$ cat src/jtss_pkg.sv
// ----------------------------------------------------------------------------
// jtss_pkg: shared types, codes and byte classes
// Scan states, role and status codes, and the per-byte result record of the
// JSON top-level string pair scanner.
// ----------------------------------------------------------------------------
package jtss_pkg;

	localparam int BYTE_W       = 8;
	localparam int ROLE_W       = 2;
	localparam int STATUS_W     = 2;
	localparam int PAIRS_W      = 16;
	localparam int MAX_NEST_DEF = 255;
	localparam int COUNT_BITS_DEF = 16;

	typedef enum logic [3:0] {
		ST_START     = 4'd0,
		ST_OBJ       = 4'd1,
		ST_COMMA     = 4'd2,
		ST_FNAME     = 4'd3,
		ST_FNAME_ESC = 4'd4,
		ST_COLON     = 4'd5,
		ST_VALUE     = 4'd6,
		ST_SCALAR    = 4'd7,
		ST_SVAL      = 4'd8,
		ST_SVAL_ESC  = 4'd9,
		ST_NEST      = 4'd10,
		ST_NSTR      = 4'd11,
		ST_NSTR_ESC  = 4'd12,
		ST_DONE      = 4'd13,
		ST_ERR       = 4'd14
	} jtss_state_t;

	localparam logic [ROLE_W-1:0] ROLE_NONE  = 2'd0;
	localparam logic [ROLE_W-1:0] ROLE_FIELD = 2'd1;
	localparam logic [ROLE_W-1:0] ROLE_VALUE = 2'd2;

	localparam logic [STATUS_W-1:0] STATUS_BUSY = 2'd0;
	localparam logic [STATUS_W-1:0] STATUS_OK   = 2'd1;
	localparam logic [STATUS_W-1:0] STATUS_BAD  = 2'd2;

	localparam logic [BYTE_W-1:0] CH_LBRACE = 8'h7B;
	localparam logic [BYTE_W-1:0] CH_RBRACE = 8'h7D;
	localparam logic [BYTE_W-1:0] CH_LBRACK = 8'h5B;
	localparam logic [BYTE_W-1:0] CH_RBRACK = 8'h5D;
	localparam logic [BYTE_W-1:0] CH_COLON  = 8'h3A;
	localparam logic [BYTE_W-1:0] CH_COMMA  = 8'h2C;
	localparam logic [BYTE_W-1:0] CH_QUOTE  = 8'h22;
	localparam logic [BYTE_W-1:0] CH_BSLASH = 8'h5C;
	localparam logic [BYTE_W-1:0] CH_SPACE  = 8'h20;
	localparam logic [BYTE_W-1:0] CH_TAB    = 8'h09;
	localparam logic [BYTE_W-1:0] CH_LF     = 8'h0A;
	localparam logic [BYTE_W-1:0] CH_CR     = 8'h0D;

	typedef struct packed {
		logic [BYTE_W-1:0]   echo_byte;
		logic [ROLE_W-1:0]   byte_role;
		logic                field_closed;
		logic                pair_closed;
		logic                value_skipped;
		logic [STATUS_W-1:0] parse_status;
		logic [PAIRS_W-1:0]  pairs_found;
		logic                doc_end;
	} jtss_res_t;

	function automatic logic is_ws(input logic [BYTE_W-1:0] c);
		return (c == CH_SPACE) || (c == CH_TAB) || (c == CH_LF) || (c == CH_CR);
	endfunction

	// next state for a byte seen between pairs
	function automatic jtss_state_t between_pairs(input logic [BYTE_W-1:0] c);
		jtss_state_t s;
		if (is_ws(c)) begin
			s = ST_OBJ;
		end else if (c == CH_RBRACE) begin
			s = ST_DONE;
		end else if (c == CH_COMMA) begin
			s = ST_COMMA;
		end else if (c == CH_QUOTE) begin
			s = ST_FNAME;
		end else begin
			s = ST_ERR;
		end
		return s;
	endfunction

endpackage

$ cat src/jtss_if.sv
// ----------------------------------------------------------------------------
// jtss_in_if / jtss_out_if: valid-ready channels
// Document byte channel into the scanner and result channel out of it.
// ----------------------------------------------------------------------------
interface jtss_in_if;
	import jtss_pkg::*;

	logic              valid;
	logic              ready;
	logic [BYTE_W-1:0] doc_byte;
	logic              doc_last;

	modport source(output valid, doc_byte, doc_last, input ready);
	modport sink(input valid, doc_byte, doc_last, output ready);
endinterface

interface jtss_out_if;
	import jtss_pkg::*;

	logic                valid;
	logic                ready;
	logic [BYTE_W-1:0]   echo_byte;
	logic [ROLE_W-1:0]   byte_role;
	logic                field_closed;
	logic                pair_closed;
	logic                value_skipped;
	logic [STATUS_W-1:0] parse_status;
	logic [PAIRS_W-1:0]  pairs_found;
	logic                doc_end;

	modport source(
		output valid, echo_byte, byte_role, field_closed, pair_closed, value_skipped,
		       parse_status, pairs_found, doc_end,
		input  ready
	);
	modport sink(
		input  valid, echo_byte, byte_role, field_closed, pair_closed, value_skipped,
		       parse_status, pairs_found, doc_end,
		output ready
	);
endinterface

$ cat src/json_top_level_string_pair_scanner.sv
// ----------------------------------------------------------------------------
// json_top_level_string_pair_scanner
// Tags each byte of a JSON document as field name, string value or neither,
// and flags field ends, completed string pairs and skipped values.
// ----------------------------------------------------------------------------
//  channel   dir  payload                                        transfer when
//  doc_in    in   doc_byte, doc_last                             valid & ready
//  res_out   out  echo_byte, byte_role, flags, status, pairs,    valid & ready
//                 doc_end
//
//  One byte per clock while res_out is ready; each result passes through the
//  input register, then the scan logic into the result register, from which
//  it can transfer out.
//  The scan state, nesting depth and pair tally update as a byte moves into the
//  result register; the last byte of a document returns them to reset.
//  A stalled result holds its register; one further byte is taken into the
//  input register while the result waits.
//  Reset clears the state and both valid flags; no clearing pass is needed.
// ----------------------------------------------------------------------------
module json_top_level_string_pair_scanner #(
	parameter int MAX_NEST   = jtss_pkg::MAX_NEST_DEF,
	parameter int COUNT_BITS = jtss_pkg::COUNT_BITS_DEF
) (
	input  logic              clk,
	input  logic              arst_n,
	jtss_in_if.sink           doc_in,
	jtss_out_if.source        res_out
);
	import jtss_pkg::*;

	localparam int NEST_BITS = $clog2(MAX_NEST + 1);

	logic                  valid_s1;
	logic [BYTE_W-1:0]     byte_s1;
	logic                  last_s1;
	logic                  valid_s2;
	jtss_res_t             res_s2;

	jtss_state_t           state_q;
	logic [NEST_BITS-1:0]  depth_q;
	logic [COUNT_BITS-1:0] tally_q;

	jtss_state_t           state_nxt;
	logic [NEST_BITS-1:0]  depth_nxt;
	logic [COUNT_BITS-1:0] tally_nxt;
	jtss_res_t             res_nxt;

	logic                  adv_s2;
	logic                  adv_s1;
	logic                  take_in;

	// advance the result register when it is empty or being taken
	assign adv_s2  = !valid_s2 || res_out.ready;
	assign adv_s1  = valid_s1 && adv_s2;
	assign doc_in.ready = !valid_s1 || adv_s2;
	assign take_in = doc_in.valid && doc_in.ready;

	jtss_step #(
		.MAX_NEST   (MAX_NEST),
		.COUNT_BITS (COUNT_BITS),
		.NEST_BITS  (NEST_BITS)
	) u_step (
		.state     (state_q),
		.depth     (depth_q),
		.tally     (tally_q),
		.c         (byte_s1),
		.last      (last_s1),
		.state_nxt (state_nxt),
		.depth_nxt (depth_nxt),
		.tally_nxt (tally_nxt),
		.res       (res_nxt)
	);

	always_ff @(posedge clk or negedge arst_n) begin
		if (!arst_n) begin
			valid_s1 <= 1'b0;
		end else if (doc_in.ready) begin
			valid_s1 <= doc_in.valid;
		end
	end

	always_ff @(posedge clk) begin
		if (take_in) begin
			byte_s1 <= doc_in.doc_byte;
			last_s1 <= doc_in.doc_last;
		end
	end

	always_ff @(posedge clk or negedge arst_n) begin
		if (!arst_n) begin
			valid_s2 <= 1'b0;
			state_q  <= ST_START;
			depth_q  <= '0;
			tally_q  <= '0;
		end else begin
			if (adv_s2) valid_s2 <= valid_s1;
			if (adv_s1) begin
				state_q <= state_nxt;
				depth_q <= depth_nxt;
				tally_q <= tally_nxt;
			end
		end
	end

	always_ff @(posedge clk) begin
		if (adv_s1) res_s2 <= res_nxt;
	end

	assign res_out.valid         = valid_s2;
	assign res_out.echo_byte     = res_s2.echo_byte;
	assign res_out.byte_role     = res_s2.byte_role;
	assign res_out.field_closed  = res_s2.field_closed;
	assign res_out.pair_closed   = res_s2.pair_closed;
	assign res_out.value_skipped = res_s2.value_skipped;
	assign res_out.parse_status  = res_s2.parse_status;
	assign res_out.pairs_found   = res_s2.pairs_found;
	assign res_out.doc_end       = res_s2.doc_end;

	a_doc_end_resets: assert property (@(posedge clk) disable iff (!arst_n)
		(adv_s1 && last_s1) |=> (state_q == ST_START && depth_q == '0 && tally_q == '0))
		else $error("state not cleared after last byte");

	a_tally_monotonic: assert property (@(posedge clk) disable iff (!arst_n)
		(adv_s1 && !last_s1) |=> (tally_q >= $past(tally_q)))
		else $error("pair tally went down inside a document");

	a_quote_role: assert property (@(posedge clk) disable iff (!arst_n)
		(valid_s2 && (res_s2.pair_closed || res_s2.field_closed)) |->
		(res_s2.byte_role == ROLE_NONE && !(res_s2.pair_closed && res_s2.field_closed)))
		else $error("closing quote tagged with a role");

	a_malformed_quiet: assert property (@(posedge clk) disable iff (!arst_n)
		(valid_s2 && res_s2.parse_status == STATUS_BAD && !res_s2.doc_end) |->
		(res_s2.byte_role == ROLE_NONE && !res_s2.field_closed && !res_s2.pair_closed
		 && !res_s2.value_skipped))
		else $error("malformed document still reporting");

	a_depth_bound: assert property (@(posedge clk) disable iff (!arst_n)
		depth_q <= NEST_BITS'(MAX_NEST))
		else $error("nesting depth beyond limit");

endmodule

$ cat src/jtss_step.sv
// ----------------------------------------------------------------------------
// jtss_step: per-byte scan logic
// Given the scan state and one byte, work out the next state, nesting depth,
// pair tally and the result record for that byte.
// ----------------------------------------------------------------------------
module jtss_step #(
	parameter int MAX_NEST   = jtss_pkg::MAX_NEST_DEF,
	parameter int COUNT_BITS = jtss_pkg::COUNT_BITS_DEF,
	parameter int NEST_BITS  = $clog2(MAX_NEST + 1)
) (
	input  jtss_pkg::jtss_state_t         state,
	input  logic [NEST_BITS-1:0]          depth,
	input  logic [COUNT_BITS-1:0]         tally,
	input  logic [jtss_pkg::BYTE_W-1:0]   c,
	input  logic                          last,
	output jtss_pkg::jtss_state_t         state_nxt,
	output logic [NEST_BITS-1:0]          depth_nxt,
	output logic [COUNT_BITS-1:0]         tally_nxt,
	output jtss_pkg::jtss_res_t           res
);
	import jtss_pkg::*;

	localparam logic [NEST_BITS-1:0] NEST_TOP = NEST_BITS'(MAX_NEST);

	jtss_state_t               s;
	logic [NEST_BITS-1:0]      d;
	logic [NEST_BITS-1:0]      d_dec;
	logic [COUNT_BITS-1:0]     t;
	logic [ROLE_W-1:0]         role;
	logic                      fc;
	logic                      pc;
	logic                      vs;
	logic [COUNT_BITS+15:0]    t_ext;

	always_comb begin
		s     = state;
		d     = depth;
		t     = tally;
		role  = ROLE_NONE;
		fc    = 1'b0;
		pc    = 1'b0;
		vs    = 1'b0;
		d_dec = (depth != '0) ? depth - NEST_BITS'(1) : '0;
		case (state)
			ST_START: begin
				if (c == CH_LBRACE) begin
					s = ST_OBJ;
				end else if (!is_ws(c)) begin
					s = ST_ERR;
				end
			end
			ST_OBJ: begin
				s = between_pairs(c);
			end
			ST_COMMA: begin
				if (c == CH_QUOTE) begin
					s = ST_FNAME;
				end else if (!is_ws(c)) begin
					s = ST_ERR;
				end
			end
			ST_FNAME: begin
				if (c == CH_QUOTE) begin
					fc = 1'b1;
					s  = ST_COLON;
				end else begin
					role = ROLE_FIELD;
					if (c == CH_BSLASH) s = ST_FNAME_ESC;
				end
			end
			ST_FNAME_ESC: begin
				role = ROLE_FIELD;
				s    = ST_FNAME;
			end
			ST_COLON: begin
				if (c == CH_COLON) begin
					s = ST_VALUE;
				end else if (!is_ws(c)) begin
					s = ST_ERR;
				end
			end
			ST_VALUE: begin
				if (is_ws(c)) begin
					s = ST_VALUE;
				end else if (c == CH_QUOTE) begin
					s = ST_SVAL;
				end else if (c inside {CH_LBRACE, CH_LBRACK}) begin
					d = NEST_BITS'(1);
					s = ST_NEST;
				end else if (c inside {CH_COMMA, CH_RBRACE, CH_RBRACK}) begin
					// empty scalar: the delimiter is read again between pairs
					vs = 1'b1;
					s  = between_pairs(c);
				end else begin
					s = ST_SCALAR;
				end
			end
			ST_SCALAR: begin
				if ((c inside {CH_COMMA, CH_RBRACE, CH_RBRACK}) || is_ws(c)) begin
					vs = 1'b1;
					s  = between_pairs(c);
				end
			end
			ST_SVAL: begin
				if (c == CH_QUOTE) begin
					pc = 1'b1;
					if (tally != '1) t = tally + COUNT_BITS'(1);
					s  = ST_OBJ;
				end else begin
					role = ROLE_VALUE;
					if (c == CH_BSLASH) s = ST_SVAL_ESC;
				end
			end
			ST_SVAL_ESC: begin
				role = ROLE_VALUE;
				s    = ST_SVAL;
			end
			ST_NEST: begin
				if (c inside {CH_LBRACE, CH_LBRACK}) begin
					if (depth >= NEST_TOP) begin
						s = ST_ERR;
					end else begin
						d = depth + NEST_BITS'(1);
					end
				end else if (c inside {CH_RBRACE, CH_RBRACK}) begin
					d = d_dec;
					if (d_dec == '0) begin
						vs = 1'b1;
						s  = ST_OBJ;
					end
				end else if (c == CH_QUOTE) begin
					s = ST_NSTR;
				end
			end
			ST_NSTR: begin
				if (c == CH_BSLASH) begin
					s = ST_NSTR_ESC;
				end else if (c == CH_QUOTE) begin
					s = ST_NEST;
				end
			end
			ST_NSTR_ESC: begin
				s = ST_NSTR;
			end
			ST_DONE: begin
				s = ST_DONE;
			end
			default: begin
				s = ST_ERR;
			end
		endcase

		// a malformed document reports nothing further
		if (s == ST_ERR) begin
			role = ROLE_NONE;
			fc   = 1'b0;
			pc   = 1'b0;
			vs   = 1'b0;
		end
	end

	assign t_ext = {16'd0, t};

	always_comb begin
		res.echo_byte     = c;
		res.byte_role     = role;
		res.field_closed  = fc;
		res.pair_closed   = pc;
		res.value_skipped = vs;
		if (s == ST_DONE) begin
			res.parse_status = STATUS_OK;
		end else if (s == ST_ERR || last) begin
			res.parse_status = STATUS_BAD;
		end else begin
			res.parse_status = STATUS_BUSY;
		end
		res.pairs_found = (t_ext > (COUNT_BITS+16)'(16'hFFFF)) ? '1 : t_ext[15:0];
		res.doc_end     = last;
	end

	// the last byte returns everything to its reset value
	always_comb begin
		if (last) begin
			state_nxt = ST_START;
			depth_nxt = '0;
			tally_nxt = '0;
		end else begin
			state_nxt = s;
			depth_nxt = d;
			tally_nxt = t;
		end
	end

endmodule

$ cat src/flat_wrapper.sv
// flat-port wrapper written by rule: the top's interface ports become plain ports
module json_top_level_string_pair_scanner_flat import jtss_pkg::*;
#(
	parameter int MAX_NEST   = jtss_pkg::MAX_NEST_DEF,
	parameter int COUNT_BITS = jtss_pkg::COUNT_BITS_DEF
)
  (clk, arst_n, doc_in_valid, doc_in_doc_byte, doc_in_doc_last, doc_in_ready, res_out_valid, res_out_echo_byte, res_out_byte_role, res_out_field_closed, res_out_pair_closed, res_out_value_skipped, res_out_parse_status, res_out_pairs_found, res_out_doc_end, res_out_ready);
  jtss_in_if doc_in_i ();
  jtss_out_if res_out_i ();
  input  logic clk;
  input  logic arst_n;
  input wire logic [$bits(doc_in_i.valid)-1:0] doc_in_valid;
  input wire logic [$bits(doc_in_i.doc_byte)-1:0] doc_in_doc_byte;
  input wire logic [$bits(doc_in_i.doc_last)-1:0] doc_in_doc_last;
  output wire logic [$bits(doc_in_i.ready)-1:0] doc_in_ready;
  output wire logic [$bits(res_out_i.valid)-1:0] res_out_valid;
  output wire logic [$bits(res_out_i.echo_byte)-1:0] res_out_echo_byte;
  output wire logic [$bits(res_out_i.byte_role)-1:0] res_out_byte_role;
  output wire logic [$bits(res_out_i.field_closed)-1:0] res_out_field_closed;
  output wire logic [$bits(res_out_i.pair_closed)-1:0] res_out_pair_closed;
  output wire logic [$bits(res_out_i.value_skipped)-1:0] res_out_value_skipped;
  output wire logic [$bits(res_out_i.parse_status)-1:0] res_out_parse_status;
  output wire logic [$bits(res_out_i.pairs_found)-1:0] res_out_pairs_found;
  output wire logic [$bits(res_out_i.doc_end)-1:0] res_out_doc_end;
  input wire logic [$bits(res_out_i.ready)-1:0] res_out_ready;
  assign doc_in_i.valid = doc_in_valid;
  assign doc_in_i.doc_byte = doc_in_doc_byte;
  assign doc_in_i.doc_last = doc_in_doc_last;
  assign doc_in_ready = doc_in_i.ready;
  assign res_out_valid = res_out_i.valid;
  assign res_out_echo_byte = res_out_i.echo_byte;
  assign res_out_byte_role = res_out_i.byte_role;
  assign res_out_field_closed = res_out_i.field_closed;
  assign res_out_pair_closed = res_out_i.pair_closed;
  assign res_out_value_skipped = res_out_i.value_skipped;
  assign res_out_parse_status = res_out_i.parse_status;
  assign res_out_pairs_found = res_out_i.pairs_found;
  assign res_out_doc_end = res_out_i.doc_end;
  assign res_out_i.ready = res_out_ready;
  json_top_level_string_pair_scanner #(.MAX_NEST(MAX_NEST), .COUNT_BITS(COUNT_BITS)) u_core (.clk(clk), .arst_n(arst_n), .doc_in(doc_in_i), .res_out(res_out_i));
endmodule
$ cat config.mk
export PLATFORM = sky130hd
export DESIGN_NAME = json_top_level_string_pair_scanner_flat
export DESIGN_NICKNAME = d
export VERILOG_FILES = /design/src/jtss_pkg.sv /design/src/jtss_if.sv /design/src/json_top_level_string_pair_scanner.sv /design/src/jtss_step.sv /design/src/flat_wrapper.sv
export SDC_FILE = /design/constraint.sdc
export NUM_CORES = 1
export LEC_CHECK = 0
export BUFFER_PORTS_ARGS = -buffer_cell sky130_fd_sc_hd__buf_2
export CORE_AREA = 2 2 87 89
export CTS_CLUSTER_SIZE = 24
export DETAILED_ROUTE_END_ITERATION = 12
export DIE_AREA = 0 0 89 91
export HOLD_SLACK_MARGIN = 0.05
export PLACE_DENSITY = 0.89
export SLEW_MARGIN = 20
export SYNTH_ARGS = -nofsm -noshare
export SYNTH_HDL_FRONTEND = slang
export SYNTH_SLANG_ARGS = --single-unit
$ cat constraint.sdc
create_clock -name clk -period 3.25 [get_ports clk]
set_input_delay 0.65 -clock clk [delete_from_list [all_inputs] [get_ports clk]]
set_output_delay 0.65 -clock clk [all_outputs]
set_load 0.02 [all_outputs]
==> flow_summary.ini <==
[timing]
finalHoldViolCount = 0
period_share_pct = 87.18
clock_skew_ns = 0.009263
fmax_ghz = 0.3530
tightest_slew_ns = 0.7661
fin_crit_ns = 2.833
rsz0062_at_grt = no
setup_viol = 0
slew_headroom_pct = 48.93
finalMaxSlewViolations = 0
tns_ns = 0

[layout]
drive_gt1_share_pct = 19.53
post-route-util_pct = 65.01
register_area_mm2 = 0.001982
num-nets-final = 477
num-fill-cells = 577
diodes = 0
multi_input_area_mm2 = 0.001989
synthToLayoutAreaGrowth_pct = 11.45

[power_and_ir_drop]
leakage_nw = 1.841
peakVddDrop_v = 0.0003232
p_per_area_mw_per_mm2 = 547.5
fin_total_pwr_w = 0.002540

[setup_path]
path_class = reg -> reg
worstPathArrival_ns = 2.95
critPathSlowestCell = edfxtp_1
path_buf_inv = 0
end_kind = flip-flop
cp_slowest_stage_delay_ns = 0.64
crit_fanout = 15
crit_chain = nand4b_1 > o311ai_1 > o311ai_2 > o31ai_1 > and3_1 > nor3_1 > a211o_1
setup.worst_path.start_class = flip-flop
cpLargestDelayFamily = compound AO/OA/AOI/OAI gates
worstPathRequired_ns = 3.37

[detailed_routing]
wl_per_cell_um = 17.35
remaining_drc_errors = 0
via_per_inst = 6.550
drt-initial-drc-count = 517
drt_wl_total_um = 9805
drt_pass1_iterations = 5
antenna_left = 0
vias = 3701

[global_route]
grt_pass1_vias = 3310
grt_max_degree = 31
grt_pass1_wl_um = 15760
antenna_found_initial = 0
track_usage_pct = 25.02
grt-ovfl-total = 0

[floorplan]
io_pins = 47
initial_core_util_pct = 58.33
die_area_mm2 = 0.008099
rows = 31
chipWidth_um = 89
fp.dieH_um = 91
coreArea_mm2 = 0.007137

[clock_network]
cts_setup_buffers = 0
post_cts_resized = 0
cts_tree = done
clk_pin_slew_ns = 0.08
postCtsHoldBufs = 0
cts-root-buf = clkbuf_8
clockBufferDepth = 2
numCtsBuffers = 9
clk_latency_ns = 0.36
cts.htree.levels = 3
clock-sinks = 71

[run]
drv_cap = 0

[synth]
synthFlopType = edfxtp_1
synth_nets = 440
synth_edf_count = 41
synth_cell_type_count = 79
syn_area_mm2 = 0.004163
synthArstFlopShare_pct = 42.25
netlist_instances = 424
synth_area_per_cell_um2 = 9.818
synth.area.top_cells = edfxtp_1 30%, dfrtp_1 18%, nand2_1 3.9%
ys_ff_latch = 71
ys_warn_count = 0
synth_largest_area_cell = edfxtp_1
seq_area_frac_synth_pct = 47.61
synth_top_area_share_pct = 29.58

[hold_path]
hold_path_class = in -> async

[outcome]
status = finished clean

[place]
numPortBuffers = 46
dpl.hpwl_um = 6707
gp_congestion = 1.000
==> layer usage <==
metal / vias up / global-route usage, % / part of all wire [%]
met1: 1776 / 32.80 / 40
met4: 0 / 11.19 / 3.1
met2: 203 / 38.99 / 48
li1: 1685 / - / -
met3: 37 / 6.091 / 8.9
met5: - / 0 / 0
==> path summary, 6_finish.rpt <==
path,start,endpoint,slack (ns),cells after the start
max in group asynchronous,arst_n,u_core.tally_q[15],2.47,1
setup / recovery,u_core.byte_s1[5],u_core.res_out.parse_status[1],0.42,7
setup reg to reg,u_core.byte_s1[5],u_core.res_out.parse_status[1],0.42,7
min in group clk,doc_in_doc_last,u_core.last_s1,0.47,1
hold reg to reg,u_core.valid_s1,u_core.res_out.valid,0.50,1
hold / removal,arst_n,u_core.tally_q[6],0.33,1
==> synthesized netlist by cell type (3+ instances only) <==
cell type and n:
clkbuf_1 16, a21oi_1 23, inv_1 14, o31ai_1 14, nor4_1 6, ha_1 3
edfxtp_1 41, xor2_1 5, nand2b_1 8, nand2_1 43, o21ai_0 32, xnor2_1 9
and4_1 5, and2_1 4, nor2_1 29, and4b_1 4, and3_1 5, buf_2 9
dfrtp_1 30, nor3_1 12, nand3_1 16, o21ai_1 3, nand4_1 5, o22ai_1 4
a221oi_1 3, a31oi_1 8, o31a_1 3
==> area by class of cell <==
class / instances / area share, %
Multi-Input combinational cell: 309 / 42.88
Timing Repair Buffer: 55 / 6.419
Sequential cell: 71 / 42.72
Clock inverter: 5 / 1.268
Clock buffer: 11 / 2.832
Tap cell: 99 / 2.670
Inverter: 15 / 1.214
==> kinds of logic (layout without fill, tap and decap cells) <==
logic type               Yosys count  in the layout  synth area share (%)
AO/OA/AOI/OAI                    122            122                 19.84
AND/OR/NAND/NOR                  168            168                 23.56
multiplexers                       2              2                0.5410
XOR/XNOR                          14             14                 2.946
buffers and inverters             44             86                 4.598
flip-flops                        71             71                 47.61
adder cells (fa/ha/maj)            3              3                0.9018
==> power breakdown <==
group	internal (W)	leakage, nW	switching (W)	total (W)
sequential	0.00104	0.812	0.000102	0.00114
clock	0.000357	0.0978	0.000348	0.000705
combinational	0.000280	0.931	0.000417	0.000696
==> cell usage in the layout (no fill, tap or decap), drive strengths merged, types with 3 or more instances in the layout <==
master	Yosys	final
o31a	3	3
xnor2	9	9
and2	4	4
ha	3	3
a221oi	3	3
or4b	3	3
clkbuf	16	11
and3	5	5
and4	5	5
xor2	5	5
nor4b	3	3
and4b	4	4
nand3	16	16
a31oi	8	8
nand4	6	6
nor4	8	8
a21oi	23	23
clkinv	0	3
nand2b	8	8
inv	15	16
o21ai	36	36
nor2	31	31
o22ai	4	4
nand2	43	43
nor3	14	14
edfxtp	41	41
buf	13	55
dfrtp	30	30
o31ai	14	14
==> sequential cells by signal (all words and copies together) (netlist names) <==
name	count
u_core.byte_s1	8
u_core.depth_q	8
u_core.last_s1	1
u_core.res_out.byte_role	2
u_core.res_out.doc_end	1
u_core.res_out.echo_byte	8
u_core.res_out.field_closed	1
u_core.res_out.pair_closed	1
u_core.res_out.pairs_found	16
u_core.res_out.parse_status	2
u_core.res_out.valid	1
u_core.res_out.value_skipped	1
u_core.state_q	4
u_core.tally_q	16
u_core.valid_s1	1
==> per-stage QoR <==
stage / instances / setup slack, ns / area (um^2) / hold WS, ns
2_1_floorplan: 424 / 0.6396 / 4163 / 0.3544
3_3_place_gp: 549 / 0.4646 / 4449 / 0.4672
3_5_place_dp: 549 / 0.5170 / 4449 / 0.4927
4_1_cts: 565 / 0.5022 / 4639 / 0.3517
5_1_grt: 565 / 0.2945 / 4639 / 0.3783
6_report: 565 / 0.4168 / 4639 / 0.3297
Note: power is estimated with default switching activity, not from simulation.
